$ cat src/hdl/bspe_pkg.sv
// ----------------------------------------------------------------------------
// B-spline point evaluator package
// Shared types, constants and controller/datapath command structs.
// ----------------------------------------------------------------------------
package bspe_pkg;

   localparam int MAX_KNOTS  = 32;
   localparam int MAX_DEGREE = 7;
   localparam int FRAC_BITS  = 16;
   localparam int IDX_W      = $clog2(MAX_KNOTS);
   localparam int CNT_W      = IDX_W + 1;
   localparam int DEG_W      = 3;
   localparam int NCFG_W     = 6;

   localparam logic [1:0] KIND_KNOT  = 2'd0;
   localparam logic [1:0] KIND_COEFF = 2'd1;
   localparam logic [1:0] KIND_EVAL  = 2'd2;

   localparam logic REG_DEGREE = 1'b0;
   localparam logic REG_KNOTS  = 1'b1;

   typedef enum logic [4:0] {
      ST_IDLE,
      ST_B0_RD,
      ST_B0_WAIT,
      ST_B0_HOLD,
      ST_B0_CMP,
      ST_D_RD0,
      ST_D_WAIT0,
      ST_D_RD1,
      ST_D_WAIT1,
      ST_D_LATCH,
      ST_T0_MUL,
      ST_T0_DIV,
      ST_T0_WAIT,
      ST_T1_MUL,
      ST_T1_DIV,
      ST_T1_WAIT,
      ST_D_WR,
      ST_S_RD,
      ST_S_WAIT,
      ST_S_MUL,
      ST_S_ACC,
      ST_DONE
   } state_type;

   typedef struct packed {
      logic             eval_start;
      logic             knot_rd;
      logic [IDX_W-1:0] knot_addr;
      logic [1:0]       knot_dst;
      logic             basis_rd;
      logic [IDX_W-1:0] basis_addr;
      logic             basis_dst;
      logic             coeff_rd;
      logic [IDX_W-1:0] coeff_addr;
      logic             b0_write;
      logic             b0_closed;
      logic [IDX_W-1:0] wr_addr;
      logic             term_mul;
      logic             term_sel;
      logic             div_start;
      logic             div_take;
      logic             basis_wr;
      logic             sum_mul;
      logic             sum_acc;
      logic             sum_clear;
   } cmd_type;

   typedef struct packed {
      logic div_done;
   } stat_type;

endpackage

$ cat src/hdl/bspe_controller.sv
// ----------------------------------------------------------------------------
// B-spline evaluator controller
// Sequences degree-0 row, Cox-de Boor updates and the output sum.
// ----------------------------------------------------------------------------
module bspe_controller (
   input  logic                          clock,
   input  logic                          reset,
   input  logic                          start,
   input  logic                          rsp_free,
   input  logic [bspe_pkg::DEG_W-1:0]    degree,
   input  logic [bspe_pkg::NCFG_W-1:0]   knots,
   input  bspe_pkg::stat_type            stat,
   output bspe_pkg::cmd_type             cmd,
   output logic                          busy,
   output logic                          done
);

   localparam int IW = bspe_pkg::IDX_W;
   localparam int CW = bspe_pkg::CNT_W;

   bspe_pkg::state_type state_ff, state_in;
   logic [CW-1:0] i_ff, i_in;
   logic [CW-1:0] n_ff, n_in;
   logic [3:0]    d_ff, d_in;
   logic [3:0]    deg_ff, deg_in;
   logic [1:0]    sub_ff, sub_in;
   logic [CW+3:0] nlim;

   always_comb begin
      nlim = (CW+4)'(knots) > (CW+4)'(bspe_pkg::MAX_KNOTS) ?
             (CW+4)'(bspe_pkg::MAX_KNOTS) : (CW+4)'(knots);
   end

   always_comb begin
      state_in = state_ff;
      i_in     = i_ff;
      n_in     = n_ff;
      d_in     = d_ff;
      deg_in   = deg_ff;
      sub_in   = sub_ff;
      unique case (state_ff)
         bspe_pkg::ST_IDLE: begin
            if (start) begin
               n_in   = CW'(nlim);
               deg_in = 4'(degree);
               i_in   = '0;
               if (nlim < (CW+4)'(degree) + (CW+4)'(2)) begin
                  state_in = bspe_pkg::ST_DONE;
               end else begin
                  state_in = bspe_pkg::ST_B0_RD;
               end
            end
         end
         bspe_pkg::ST_B0_RD:   state_in = bspe_pkg::ST_B0_WAIT;
         bspe_pkg::ST_B0_WAIT: state_in = bspe_pkg::ST_B0_HOLD;
         bspe_pkg::ST_B0_HOLD: state_in = bspe_pkg::ST_B0_CMP;
         bspe_pkg::ST_B0_CMP: begin
            if (i_ff + CW'(2) >= n_ff) begin
               i_in = '0;
               d_in = 4'd1;
               state_in = (deg_ff == 4'd0) ? bspe_pkg::ST_S_RD : bspe_pkg::ST_D_RD0;
            end else begin
               i_in = i_ff + CW'(1);
               state_in = bspe_pkg::ST_B0_RD;
            end
         end
         bspe_pkg::ST_D_RD0:   state_in = bspe_pkg::ST_D_WAIT0;
         bspe_pkg::ST_D_WAIT0: state_in = bspe_pkg::ST_D_RD1;
         bspe_pkg::ST_D_RD1:   state_in = bspe_pkg::ST_D_WAIT1;
         bspe_pkg::ST_D_WAIT1: state_in = bspe_pkg::ST_D_LATCH;
         bspe_pkg::ST_D_LATCH: begin
            sub_in = sub_ff + 2'd1;
            state_in = (sub_ff == 2'd1) ? bspe_pkg::ST_T0_MUL : bspe_pkg::ST_D_RD0;
         end
         bspe_pkg::ST_T0_MUL:  state_in = bspe_pkg::ST_T0_DIV;
         bspe_pkg::ST_T0_DIV:  state_in = bspe_pkg::ST_T0_WAIT;
         bspe_pkg::ST_T0_WAIT: if (stat.div_done) state_in = bspe_pkg::ST_T1_MUL;
         bspe_pkg::ST_T1_MUL:  state_in = bspe_pkg::ST_T1_DIV;
         bspe_pkg::ST_T1_DIV:  state_in = bspe_pkg::ST_T1_WAIT;
         bspe_pkg::ST_T1_WAIT: if (stat.div_done) state_in = bspe_pkg::ST_D_WR;
         bspe_pkg::ST_D_WR: begin
            sub_in = '0;
            if ((CW+4)'(i_ff) + (CW+4)'(d_ff) + (CW+4)'(2) >= (CW+4)'(n_ff)) begin
               i_in = '0;
               if (d_ff == deg_ff) begin
                  state_in = bspe_pkg::ST_S_RD;
               end else begin
                  d_in = d_ff + 4'd1;
                  state_in = bspe_pkg::ST_D_RD0;
               end
            end else begin
               i_in = i_ff + CW'(1);
               state_in = bspe_pkg::ST_D_RD0;
            end
         end
         bspe_pkg::ST_S_RD:   state_in = bspe_pkg::ST_S_WAIT;
         bspe_pkg::ST_S_WAIT: state_in = bspe_pkg::ST_S_MUL;
         bspe_pkg::ST_S_MUL:  state_in = bspe_pkg::ST_S_ACC;
         bspe_pkg::ST_S_ACC: begin
            if ((CW+4)'(i_ff) + (CW+4)'(deg_ff) + (CW+4)'(2) >= (CW+4)'(n_ff)) begin
               state_in = bspe_pkg::ST_DONE;
            end else begin
               i_in = i_ff + CW'(1);
               state_in = bspe_pkg::ST_S_RD;
            end
         end
         bspe_pkg::ST_DONE: state_in = rsp_free ? bspe_pkg::ST_IDLE : bspe_pkg::ST_DONE;
         default:           state_in = bspe_pkg::ST_IDLE;
      endcase
   end

   always_comb begin
      cmd = '0;
      cmd.wr_addr = IW'(i_ff);
      unique case (state_ff)
         bspe_pkg::ST_IDLE: begin
            cmd.eval_start = start;
            cmd.sum_clear  = 1'b1;
         end
         bspe_pkg::ST_B0_RD: begin
            cmd.knot_rd   = 1'b1;
            cmd.knot_addr = IW'(i_ff);
            cmd.knot_dst  = 2'd0;
         end
         bspe_pkg::ST_B0_WAIT: begin
            cmd.knot_rd   = 1'b1;
            cmd.knot_addr = IW'(i_ff + CW'(1));
            cmd.knot_dst  = 2'd1;
         end
         bspe_pkg::ST_B0_CMP: begin
            cmd.b0_write  = 1'b1;
            cmd.b0_closed = (i_ff < CW'(deg_ff) + CW'(1));
         end
         bspe_pkg::ST_D_RD0: begin
            cmd.knot_rd   = 1'b1;
            cmd.knot_addr = sub_ff[0] ? IW'(i_ff + CW'(1)) : IW'(i_ff);
            cmd.knot_dst  = sub_ff[0] ? 2'd2 : 2'd0;
            cmd.basis_rd   = 1'b1;
            cmd.basis_addr = sub_ff[0] ? IW'(i_ff + CW'(1)) : IW'(i_ff);
            cmd.basis_dst  = sub_ff[0];
         end
         bspe_pkg::ST_D_RD1: begin
            cmd.knot_rd   = 1'b1;
            cmd.knot_addr = sub_ff[0] ? IW'(i_ff + CW'(d_ff) + CW'(1)) :
                                        IW'(i_ff + CW'(d_ff));
            cmd.knot_dst  = sub_ff[0] ? 2'd3 : 2'd1;
         end
         bspe_pkg::ST_T0_MUL: cmd.term_mul = 1'b1;
         bspe_pkg::ST_T0_DIV: cmd.div_start = 1'b1;
         bspe_pkg::ST_T0_WAIT: cmd.div_take = stat.div_done;
         bspe_pkg::ST_T1_MUL: begin
            cmd.term_mul = 1'b1;
            cmd.term_sel = 1'b1;
         end
         bspe_pkg::ST_T1_DIV: begin
            cmd.div_start = 1'b1;
            cmd.term_sel  = 1'b1;
         end
         bspe_pkg::ST_T1_WAIT: begin
            cmd.div_take = stat.div_done;
            cmd.term_sel = 1'b1;
         end
         bspe_pkg::ST_D_WR: cmd.basis_wr = 1'b1;
         bspe_pkg::ST_S_RD: begin
            cmd.coeff_rd   = 1'b1;
            cmd.coeff_addr = IW'(i_ff);
            cmd.basis_rd   = 1'b1;
            cmd.basis_addr = IW'(i_ff);
         end
         bspe_pkg::ST_S_MUL: cmd.sum_mul = 1'b1;
         bspe_pkg::ST_S_ACC: cmd.sum_acc = 1'b1;
         default: ;
      endcase
   end

   always_ff @(posedge clock) begin
      i_ff   <= i_in;
      n_ff   <= n_in;
      d_ff   <= d_in;
      deg_ff <= deg_in;
      if (reset) begin
         state_ff <= bspe_pkg::ST_IDLE;
         sub_ff   <= '0;
      end else begin
         state_ff <= state_in;
         sub_ff   <= sub_in;
      end
   end

   assign busy = (state_ff != bspe_pkg::ST_IDLE);
   assign done = (state_ff == bspe_pkg::ST_DONE);

endmodule

$ cat config.mk
export PLATFORM = sky130hd
export DESIGN_NAME = bspe_controller
export DESIGN_NICKNAME = d
export VERILOG_FILES = /design/src/hdl/bspe_pkg.sv /design/src/hdl/bspe_controller.sv
export SDC_FILE = /design/constraint.sdc
export NUM_CORES = 1
export LEC_CHECK = 0
export BUFFER_PORTS_ARGS = -buffer_cell sky130_fd_sc_hd__buf_2
export CELL_PAD_IN_SITES_DETAIL_PLACEMENT = 0
export CELL_PAD_IN_SITES_GLOBAL_PLACEMENT = 2
export CORE_MARGIN = 2
export CORE_UTILIZATION = 31
export DETAILED_ROUTE_END_ITERATION = 16
export GPL_TIMING_DRIVEN = 0
export HOLD_SLACK_MARGIN = 0.02
export PLACE_DENSITY = 0.89
export SLEW_MARGIN = 30
export SYNTH_ARGS = -nofsm -noshare
export SYNTH_HDL_FRONTEND = slang
export SYNTH_SLANG_ARGS = --single-unit
$ cat constraint.sdc
create_clock -name clock -period 3.51 [get_ports clock]
set_clock_uncertainty 0.2 [all_clocks]
set_input_delay 0.1755 -clock clock [delete_from_list [all_inputs] [get_ports clock]]
set_output_delay 0.1755 -clock clock [all_outputs]
set_load 0.1 [all_outputs]
---- Yosys cells after proc, flatten, opt, wreduce, memory -nomap -nowiden ----
Cells that the tools add are included.
cells by class
  $add $sub $neg .......................... 12
  multiplexer cells ....................... 41
  reductions and logical operators ........ 14
  magnitude comparators ................... 6
  eq/ne operators ......................... 30
operator list
  cell                                            number
  one-hot mux 5 bit (22 select lines)             1
  two-way mux 5 bit                               11
  == test 5 x 4 -> 1 bit (second input constant)  8
  two-way mux 6 bit                               6
  one-hot mux 8 bit (4 select lines)              1
  == test 5 bit (second input constant)           6
  one-hot mux 6 bit (4 select lines)              1
  == test 5 x 3 -> 1 bit (second input constant)  4
  adder 7 x 2 -> 8 bit (second input constant)    2
  >= comparator 8 x 6 -> 1 bit                    2
  two-way mux 4 bit                               4
  inequality test 2 bit (second input constant)   7
  less-than comparator 6 x 4 -> 1 bit             2
  one-hot mux 6 bit (2 select lines)              1
  == test 5 x 2 -> 1 bit (second input constant)  2
  two-way mux 1 bit                               10
  one-hot mux 4 bit (2 select lines)              1
  adder 6 x 3 -> 7 bit                            1
  adder 6 x 4 -> 7 bit                            1
  adder 6 x 1 -> 6 bit (second input constant)    1
  adder 6 x 2 -> 6 bit (second input constant)    1
  >= comparator 6 bit                             1
  > comparator 6 bit (second input constant)      1
  two-way mux 2 bit                               3
  other kinds (21)                                25
storage, ports and cells
  register bits ........................... 26
  word-level logic and storage cells ...... 109

---- Depth between registers and ports, before layout ----
Gate-level depths: netlist of run 1.
  depth after elaboration ................. 6
  gate-level depth with buffers ........... 15

---- Least setup slack after synthesis of run 1 ----
Ideal clock, no wire load.
  path type ............................... reg2out
  from .................................... register state_ff[4]
  to ...................................... output cmd[25] in the netlist's numbering
  cell stages (with the launch flop) ...... 8
  arrival time ............................ 4.559 ns
  setup slack ............................. -1.425 ns
  cells stage by stage .................... dfxtp_1 > buf_6 > inv_2 > or3_1 > clkbuf_1 > nor2_1 > a21oi_1 > o21ai_0
RTL lines
  item                    RTL line                source
  from (decl)             bspe_controller.sv:21   bspe_pkg::state_type state_ff, state_in;
  from (signal assigned)  bspe_controller.sv:182  state_ff <= bspe_pkg::ST_IDLE;
  from (signal assigned)  bspe_controller.sv:185  state_ff <= state_in;
  to (decl)               bspe_controller.sv:13   output bspe_pkg::cmd_type cmd,

---- Worst setup path in the final report of run 1 ----
  from .................................... register i_ff[1]
  to ...................................... register i_ff[5] (enable)
on the way
  cells in the longest elaborated chain, start to end .. 5
RTL lines
  item                                    RTL line                source
  from (decl)                             bspe_controller.sv:22   logic [CW-1:0] i_ff, i_in;
  from (signal assigned)                  bspe_controller.sv:177  i_ff <= i_in;
  adder 6 x 3 -> 7 bit                    bspe_controller.sv:100  if ((CW+4)'(i_ff) + (CW+4)'(deg_ff) + (CW+4)'(2) >= (CW+4)'(n_ff)) begin
  adder 7 x 2 -> 8 bit                    bspe_controller.sv:100
  >= comparator 8 x 6 -> 1 bit            bspe_controller.sv:100
  inequality test 2 bit (no source line)  n/a
  AND reduction 3 bit (no source line)    n/a
No other way between the ends.
A chain may end at the register's enable or synchronous reset.

==> metrics.json, run 1 <==
{
  "fillCellCount": {"value": 1021},
  "clock_latency": {"value": 0.28, "unit": "ns"},
  "slew-limit-headroom": {"value": 64.0, "unit": "%"},
  "peak_supply_drop": {"value": 0.000324, "unit": "V"},
  "antenna_cells_inserted": {"value": 0},
  "maximum_number_of_pins_on_one_net_before_global_route_repair": {"value": 15},
  "cts_buffers": {"value": 3},
  "endpoint": {"value": "i_ff[5]"},
  "clock_slew_at_the_register_clock_pins_of_the_worst_setup_and_hold_paths": {"value": 0.09, "unit": "ns"},
  "timing.max_cap.violations": {"value": 0},
  "postSynth.topFlopCell": {"value": "sky130_fd_sc_hd__edfxtp_1"},
  "synth_seq_cells": {"value": 26},
  "syn_inst": {"value": 379},
  "area_delta_synth_final": {"value": 27.5, "unit": "%"},
  "drc_errors": {"value": 0},
  "htreeDepth": {"value": 1},
  "initial_core_util": {"value": 32.1, "unit": "%"},
  "setup_violations": {"value": 0},
  "num_vias": {"value": 3026},
  "worstPathRequired": {"value": 3.31, "unit": "ns"},
  "timing.critical_path.to_type": {"value": "flip-flop"},
  "io_buffers": {"value": 52},
  "fmax": {"value": 287, "unit": "MHz"},
  "setup_tns": {"value": 0, "unit": "ns"},
  "post_route_cells_drive_above_1_share": {"value": 28.2, "unit": "%"},
  "antenna_left": {"value": 0},
  "class_of_the_tightest_hold_or_removal_check": {"value": "primary input to flip-flop"},
  "fp.coreArea": {"value": 0.00982, "unit": "mm²"},
  "per_instance_average_area_after_synthesis": {"value": 8.31, "unit": "µm²"},
  "power_per_cell_area": {"value": 643, "unit": "mW/mm²"},
  "clock_tree.root_cell": {"value": "sky130_fd_sc_hd__clkbuf_8"},
  "reg2regPathDepth": {"value": 14},
  "core.rowCount": {"value": 36},
  "drt-vias-per-instance": {"value": 5.12},
  "die_y": {"value": 105, "unit": "µm"},
  "synthesis.area": {"value": 0.00315, "unit": "mm²"},
  "rsz0062_at_grt": {"value": "true"},
  "grtUsageTotal": {"value": 16.7, "unit": "%"},
  "clock_network_power_share": {"value": 7.6, "unit": "%"},
  "setup.worst_path.class": {"value": "flip-flop to flip-flop"},
  "power.share.sequential": {"value": 16.8, "unit": "%"},
  "share_of_synthesized_area_occupied_by_flip_flops_and_latches": {"value": 22.6, "unit": "%"},
  "synth_edf_count": {"value": 19},
  "timing.rr.start": {"value": "i_ff[1]"},
  "postSynthNetCount": {"value": 444},
  "post-route-period-util": {"value": 99.2, "unit": "%"},
  "outcome": {"value": "complete, no violations"},
  "dpl_worst_slack": {"value": -0.762, "unit": "ns"},
  "p_leak": {"value": 1.78, "unit": "nW"},
  "first_iter_violations": {"value": 159},
  "first_pass_grt_wire_length": {"value": 15.0, "unit": "mm"},
  "dpl.hpwl": {"value": 7.19, "unit": "mm"},
  "ys.warnings.count": {"value": 0},
  "dr.pass1.iters": {"value": 4},
  "final_max_slew_viol_count": {"value": 0},
  "swShare": {"value": 54.7, "unit": "%"},
  "worst_pin_slew": {"value": 0.535, "unit": "ns"},
  "first_global_vias": {"value": 2999},
  "switchingPower": {"value": 0.00141, "unit": "W"},
  "pin_count": {"value": 53},
  "async_reset_ff_share": {"value": 0, "unit": "%"},
  "gp_routability_congestion": {"value": 0.838},
  "netlist.top_cell.by_area": {"value": "sky130_fd_sc_hd__ha_1"},
  "power_frac_comb": {"value": 75.6, "unit": "%"},
  "die_footprint": {"value": 0.0110, "unit": "mm²"},
  "netlist-cell-type-count": {"value": 55},
  "fp.dieW": {"value": 105, "unit": "µm"},
  "max-clock-path-buffers": {"value": 2},
  "synth.top_cells.by_area": {"value": "sky130_fd_sc_hd__ha_1 (19%), sky130_fd_sc_hd__edfxtp_1 (18%), sky130_fd_sc_hd__xnor2_1 (6.4%)"},
  "critical_path_launch_point_type": {"value": "flip-flop"},
  "cts_tree": {"value": "yes"},
  "critPathLaunch": {"value": "i_ff[1]"},
  "fin_crit": {"value": 3.48, "unit": "ns"},
  "critical_path_arrival": {"value": 3.28, "unit": "ns"},
  "r2r_end": {"value": "i_ff[5]"},
  "timing.critical_path.fanout_max": {"value": 6},
  "finalWirelength": {"value": 9.21, "unit": "mm"},
  "clock_sink_count": {"value": 26},
  "synthDominantCellAreaShare": {"value": 19.1, "unit": "%"},
  "grt_remaining_overflow": {"value": 0},
  "r2r_setup_slack": {"value": 0.03, "unit": "ns"},
  "grt_antenna_before_repair": {"value": 0},
  "nNetsFinal": {"value": 524},
  "post-route-worst-setup-slack": {"value": 0.0275, "unit": "ns"},
  "finalHoldViolCount": {"value": 0},
  "internal_power": {"value": 0.00117, "unit": "W"},
  "routedWlPerCell": {"value": 15.6, "unit": "µm"}
}
[worst min path at each step]
| stage | from | endpoint | slack, ns | cells after the start |
|---|---|---|---|---|
| 3_5_place_dp | degree[2] | deg_ff[2] | 0.17 | 1 |
| 4_1_cts | knots[5] | n_ff[5] | 0.03 | 2 |
| 5_1_grt | knots[5] | n_ff[4] | 0.04 | 2 |
| 2_1_floorplan | reset | state_ff[3] | 0.04 | 1 |
| 3_3_place_gp | degree[0] | deg_ff[0] | 0.18 | 1 |
| 6_report | knots[5] | n_ff[5] | 0.03 | 2 |
[kinds of logic (layout without fill, tap and decap cells)]
| group | Yosys count | after routing | share of synthesized area (%) |
|---|---|---|---|
| muxes | 4 | 4 | 1.31 |
| DFF | 26 | 26 | 22.6 |
| buffers and inverters | 57 | 136 | 8.38 |
| AOI/OAI and AO/OA | 86 | 86 | 18.2 |
| xor gates and xnor gates | 31 | 31 | 8.62 |
| and+or+nand+nor | 124 | 124 | 19.9 |
| adders and majority gates | 51 | 51 | 21.0 |
[cell usage after synthesis (all sizes together) (9+ instances only)]
master and count:
nand3 15, xnor2 23, edfxtp 19, a21oi 22, o21ai 22, and3 9
nor3 17, ha 48, nand2 25, nor2b 11, inv 34, nor2 26
buf 17
[state kept, by name, indices dropped and copies added (netlist names)]
register  flops
state_ff      5
d_ff          4
n_ff          6
deg_ff        3
i_ff          6
sub_ff        2
[what timing repair did]
item | 4_1_cts | 5_1_grt
gates resized for setup | 26 | 14
pin swaps | 11 | 23
hold buffers | 5 | 0
setup buffers | 8 | 10
endpoints found under the hold margin | 11 | 0
endpoints found under the setup margin | 18 | 19
cloned | 0 | 0
[power groups by stage]
stage          Combinational (W)  Clock (W)  Sequential [W]
4_1_cts                  0.00182   0.000199        0.000439
3_3_place_gp             0.00163          0        0.000462
3_5_place_dp             0.00166          0        0.000462
6_report                 0.00195   0.000196        0.000434
2_1_floorplan            0.00135          0        0.000434
5_1_grt                  0.00212   0.000213        0.000441
[placed cells by master (no fill, tap or decap), types with 5 or more instances in the layout]
cell,synthesis,routed
sky130_fd_sc_hd__nor3_1,17,16
sky130_fd_sc_hd__a21oi_1,22,18
sky130_fd_sc_hd__o21ai_2,0,5
sky130_fd_sc_hd__nor2_1,25,23
sky130_fd_sc_hd__and3_1,8,8
sky130_fd_sc_hd__nand3_1,15,14
sky130_fd_sc_hd__xor2_1,8,8
sky130_fd_sc_hd__buf_4,6,24
sky130_fd_sc_hd__inv_1,33,29
sky130_fd_sc_hd__edfxtp_1,19,19
sky130_fd_sc_hd__clkbuf_1,6,5
sky130_fd_sc_hd__o21ai_0,22,13
sky130_fd_sc_hd__ha_1,48,43
sky130_fd_sc_hd__buf_2,4,54
sky130_fd_sc_hd__dlygate4sd3_1,0,5
sky130_fd_sc_hd__xnor2_1,23,23
sky130_fd_sc_hd__nor2b_1,11,11
sky130_fd_sc_hd__nand2_1,24,24
sky130_fd_sc_hd__dfxtp_1,7,7
sky130_fd_sc_hd__a21o_1,8,8
[cell type report]
cell class	count	area, µm²	area share (%)
Buffer	23	138	3.43
Clock buffer	4	55.1	1.37
Inverter	34	138	3.43
Multi-Input combinational cell	296	2350	58.6
Sequential cell	26	711	17.7
Tap cell	133	166	4.15
Timing Repair Buffer	75	454	11.3
[metal layers]
metal	global-route usage (%)	wire, µm	vias to the layer above	part of all wire, %
met2	27.7	4350	60	47
li1	-	-	1511	-
met3	2.00	306	20	3.3
met5	0	0	-	0
met4	4.48	208	0	2.3
met1	22.8	4350	1435	47
[per-stage QoR]
stage | util (%) | cell area (µm²) | power (W) | hold slack, ns | cells
floorplan | - | 3190 | 0.00179 | 0.0446 | 379
global placement | 36.8 | 3610 | 0.00209 | 0.177 | 564
detailed placement | 36.8 | 3610 | 0.00212 | 0.173 | 564
CTS | 39.6 | 3880 | 0.00246 | 0.0317 | 581
global route | 40.9 | 4010 | 0.00278 | 0.0421 | 591
finish | 40.9 | 4010 | 0.00258 | 0.0345 | 591
[worst max-delay path, stage by stage (launching register included)]
cell                         delay (ns)
sky130_fd_sc_hd__edfxtp_1          0.40
sky130_fd_sc_hd__clkinvlp_4        0.23
sky130_fd_sc_hd__ha_4              0.33
sky130_fd_sc_hd__inv_2             0.04
sky130_fd_sc_hd__ha_4              0.16
sky130_fd_sc_hd__fa_2              0.36
sky130_fd_sc_hd__a21o_1            0.17
sky130_fd_sc_hd__nand2_1           0.07
sky130_fd_sc_hd__xnor2_1           0.13
sky130_fd_sc_hd__ha_1              0.27
sky130_fd_sc_hd__a21oi_2           0.16
sky130_fd_sc_hd__o31ai_2           0.10
sky130_fd_sc_hd__o21ai_2           0.18
sky130_fd_sc_hd__nor4bb_4          0.23
sky130_fd_sc_hd__buf_6             0.17
Note: power is estimated with default switching activity, not from simulation.
==> run 2, diff against run 1 <==
- GPL_TIMING_DRIVEN: 0 -> 1
==> run 2 against run 1 <==
Setup slack improved by 0.15 ns. Clock-buffer cell count stayed put. Die area unchanged. Flip-flop and latch count is the same. Sequential power grew 5.1%. Via count is 0.59% lower. Critical path type unchanged.
==> metrics.json, run 2 (synthesis gave the netlist of run 1 again) <==
{
  "r2r_end": {"value": "i_ff[4]"},
  "reg_top3": {"value": "i_ff: 6 flops, n_ff: 6 flops, state_ff: 5 flops"},
  "final_max_slew_viol_count": {"value": 0},
  "finalInstanceArea": {"value": 0.00388, "unit": "mm²"},
  "post_route_cells_drive_above_1_share": {"value": 24.8, "unit": "%"},
  "drt-vias-per-instance": {"value": 5.18},
  "crit_path_top_delay_cell": {"value": "sky130_fd_sc_hd__edfxtp_1"},
  "clock_tree.root_cell": {"value": "sky130_fd_sc_hd__clkbuf_8"},
  "cts_tree": {"value": "yes"},
  "slew-limit-headroom": {"value": 54.3, "unit": "%"},
  "nNetsFinal": {"value": 514},
  "pin_count": {"value": 53},
  "most_common_cell_after_layout_fill_and_taps_aside": {"value": "sky130_fd_sc_hd__buf_2"},
  "routedWlPerCell": {"value": 16.1, "unit": "µm"},
  "place.detailed.instances": {"value": 568},
  "timing.critical_path.to_type": {"value": "flip-flop"},
  "gp_routability_congestion": {"value": 0.836},
  "setup_violations": {"value": 0},
  "crit_buf_inv": {"value": 3},
  "cts_buffers": {"value": 3},
  "max-clock-path-buffers": {"value": 2},
  "initial_core_util": {"value": 32.1, "unit": "%"},
  "worst_pin_slew": {"value": 0.685, "unit": "ns"},
  "critical_path_arrival": {"value": 3.17, "unit": "ns"},
  "antenna_left": {"value": 0},
  "min_delay_worst_endpoint": {"value": "state_ff[0]"},
  "fmax": {"value": 300, "unit": "MHz"},
  "hold_depth": {"value": 3},
  "maximum_number_of_pins_on_one_net_before_global_route_repair": {"value": 21},
  "reg2regPathDepth": {"value": 14},
  "die_y": {"value": 105, "unit": "µm"},
  "r2r_setup_slack": {"value": 0.17, "unit": "ns"},
  "outcome": {"value": "complete, no violations"},
  "timing.rr.start": {"value": "i_ff[2]"},
  "finalWirelength": {"value": 9.37, "unit": "mm"},
  "hold_path_startpoint": {"value": "stat"},
  "clock_slew_at_the_register_clock_pins_of_the_worst_setup_and_hold_paths": {"value": 0.10, "unit": "ns"},
  "htreeDepth": {"value": 1},
  "dr.pass1.iters": {"value": 4},
  "num_vias": {"value": 3008},
  "setup.worst_path.class": {"value": "flip-flop to flip-flop"},
  "peak_supply_drop": {"value": 0.000329, "unit": "V"},
  "io_buffers": {"value": 52},
  "fin_cells": {"value": 581},
  "timing.critical_path.fanout_max": {"value": 6},
  "antenna_cells_inserted": {"value": 0},
  "clock_sink_count": {"value": 26},
  "timing.max_cap.violations": {"value": 0},
  "first_global_vias": {"value": 2912},
  "dpl.hpwl": {"value": 7.41, "unit": "mm"},
  "grt_remaining_overflow": {"value": 0},
  "layout_common_cells": {"value": "sky130_fd_sc_hd__buf_2 (52), sky130_fd_sc_hd__ha_1 (46), sky130_fd_sc_hd__inv_1 (31)"},
  "first_pass_grt_wire_length": {"value": 15.1, "unit": "mm"},
  "path_delay_family": {"value": "adder cells"},
  "power_per_cell_area": {"value": 646, "unit": "mW/mm²"},
  "p_leak": {"value": 1.75, "unit": "nW"},
  "cp_common_cell": {"value": "sky130_fd_sc_hd__buf_4"},
  "core.rowCount": {"value": 36},
  "area_delta_synth_final": {"value": 23.1, "unit": "%"},
  "first_iter_violations": {"value": 163},
  "die_footprint": {"value": 0.0110, "unit": "mm²"},
  "clock_latency": {"value": 0.28, "unit": "ns"},
  "fp.coreArea": {"value": 0.00982, "unit": "mm²"},
  "finalHoldViolCount": {"value": 0},
  "fin_crit": {"value": 3.34, "unit": "ns"},
  "grt_antenna_before_repair": {"value": 0},
  "placedInstanceArea": {"value": 0.00368, "unit": "mm²"},
  "class_of_the_tightest_hold_or_removal_check": {"value": "primary input to flip-flop"},
  "drc_errors": {"value": 0},
  "grtUsageTotal": {"value": 17.0, "unit": "%"},
  "critical_path_launch_point_type": {"value": "flip-flop"},
  "critical_path.cell_chain": {"value": "ha_2 -> inv_1 -> fa_1 -> buf_4 -> o21ai_0 -> a21oi_1 -> xnor2_1 -> ha_1 -> nand3_1 -> a21oi_2 -> a2111oi_4 -> buf_4 -> a211oi_4 -> nor2_1"},
  "worstPathRequired": {"value": 3.34, "unit": "ns"},
  "crit_path_max_incr_delay": {"value": 0.43, "unit": "ns"},
  "fp.dieW": {"value": 105, "unit": "µm"},
  "post-route-period-util": {"value": 95.0, "unit": "%"}
}
run 2: final cells by class:
type                    instances  area, µm²
multi-input cells             296       2250
clock buffers                   4       66.3
fillers                      1051       5940
well taps                     133        166
flip-flops and latches         26        711
repair buffers                 88        549
inverters                      34        131
run 2: worst max-delay path by stage:
stage	to	slack, ns	from	cells after the start
final	i_ff[4]	0.17	i_ff[2]	14
after global routing	i_ff[3]	-0.002	deg_ff[1]	14
after CTS	i_ff[4]	-0.08	i_ff[1]	15
after detailed placement	i_ff[4]	-0.07	i_ff[1]	15
after global placement	i_ff[2]	0.001	deg_ff[1]	12
after floorplan	cmd[32]	-0.03	i_ff[0]	8
run 2: timing repair:
| action | CTS | global route |
|---|---|---|
| hold buffers | 6 | 0 |
| pin swaps | 0 | 6 |
| gates cloned | 0 | 0 |
| endpoints found under the setup margin | 16 | 18 |
| setup buffers | 0 | 3 |
| endpoints found under the hold margin | 12 | 0 |
| gates resized for setup | 1 | 14 |
run 2: worst register-to-register path: cells and delay by family (launching register included):
kind            cells  cell delay (ns)
xor+xnor            1             0.13
simple gates        2             0.19
compound gates      5             0.79
flops               1             0.43
fa+ha+maj           3             0.95
buf+inv             3             0.39
run 2: metrics by stage:
| stage | setup WS [ns] | TNS (ns) | hold slack [ns] | total power, W | utilization (%) |
|---|---|---|---|---|---|
| 2_1_floorplan | -0.0332 | -0.0332 | 0.0446 | 0.00179 | - |
| 3_3_place_gp | 0.00110 | 0 | 0.175 | 0.00214 | 37.5 |
| 3_5_place_dp | -0.0657 | -0.513 | 0.185 | 0.00217 | 37.5 |
| 4_1_cts | -0.0845 | -0.617 | 0.0286 | 0.00240 | 38.8 |
| 5_1_grt | -0.00178 | -0.00761 | 0.0559 | 0.00269 | 39.5 |
| 6_report | 0.174 | 0 | 0.0344 | 0.00250 | 39.5 |
run 2: where the power goes:
| part | internal [W] | switching (W) |
|---|---|---|
| combinational | 0.000633 | 0.00119 |
| clock | 0.000124 | 0.000101 |
| sequential | 0.000390 | 0.0000658 |
run 2: routing by layer:
layer / GRT usage, % / vias up / wire, µm
li1: - / 1488 / -
met1: 22.6 / 1435 / 4340
met2: 29.1 / 71 / 4480
met3: 1.81 / 14 / 358
met4: 4.48 / 0 / 194
met5: 0 / - / 0
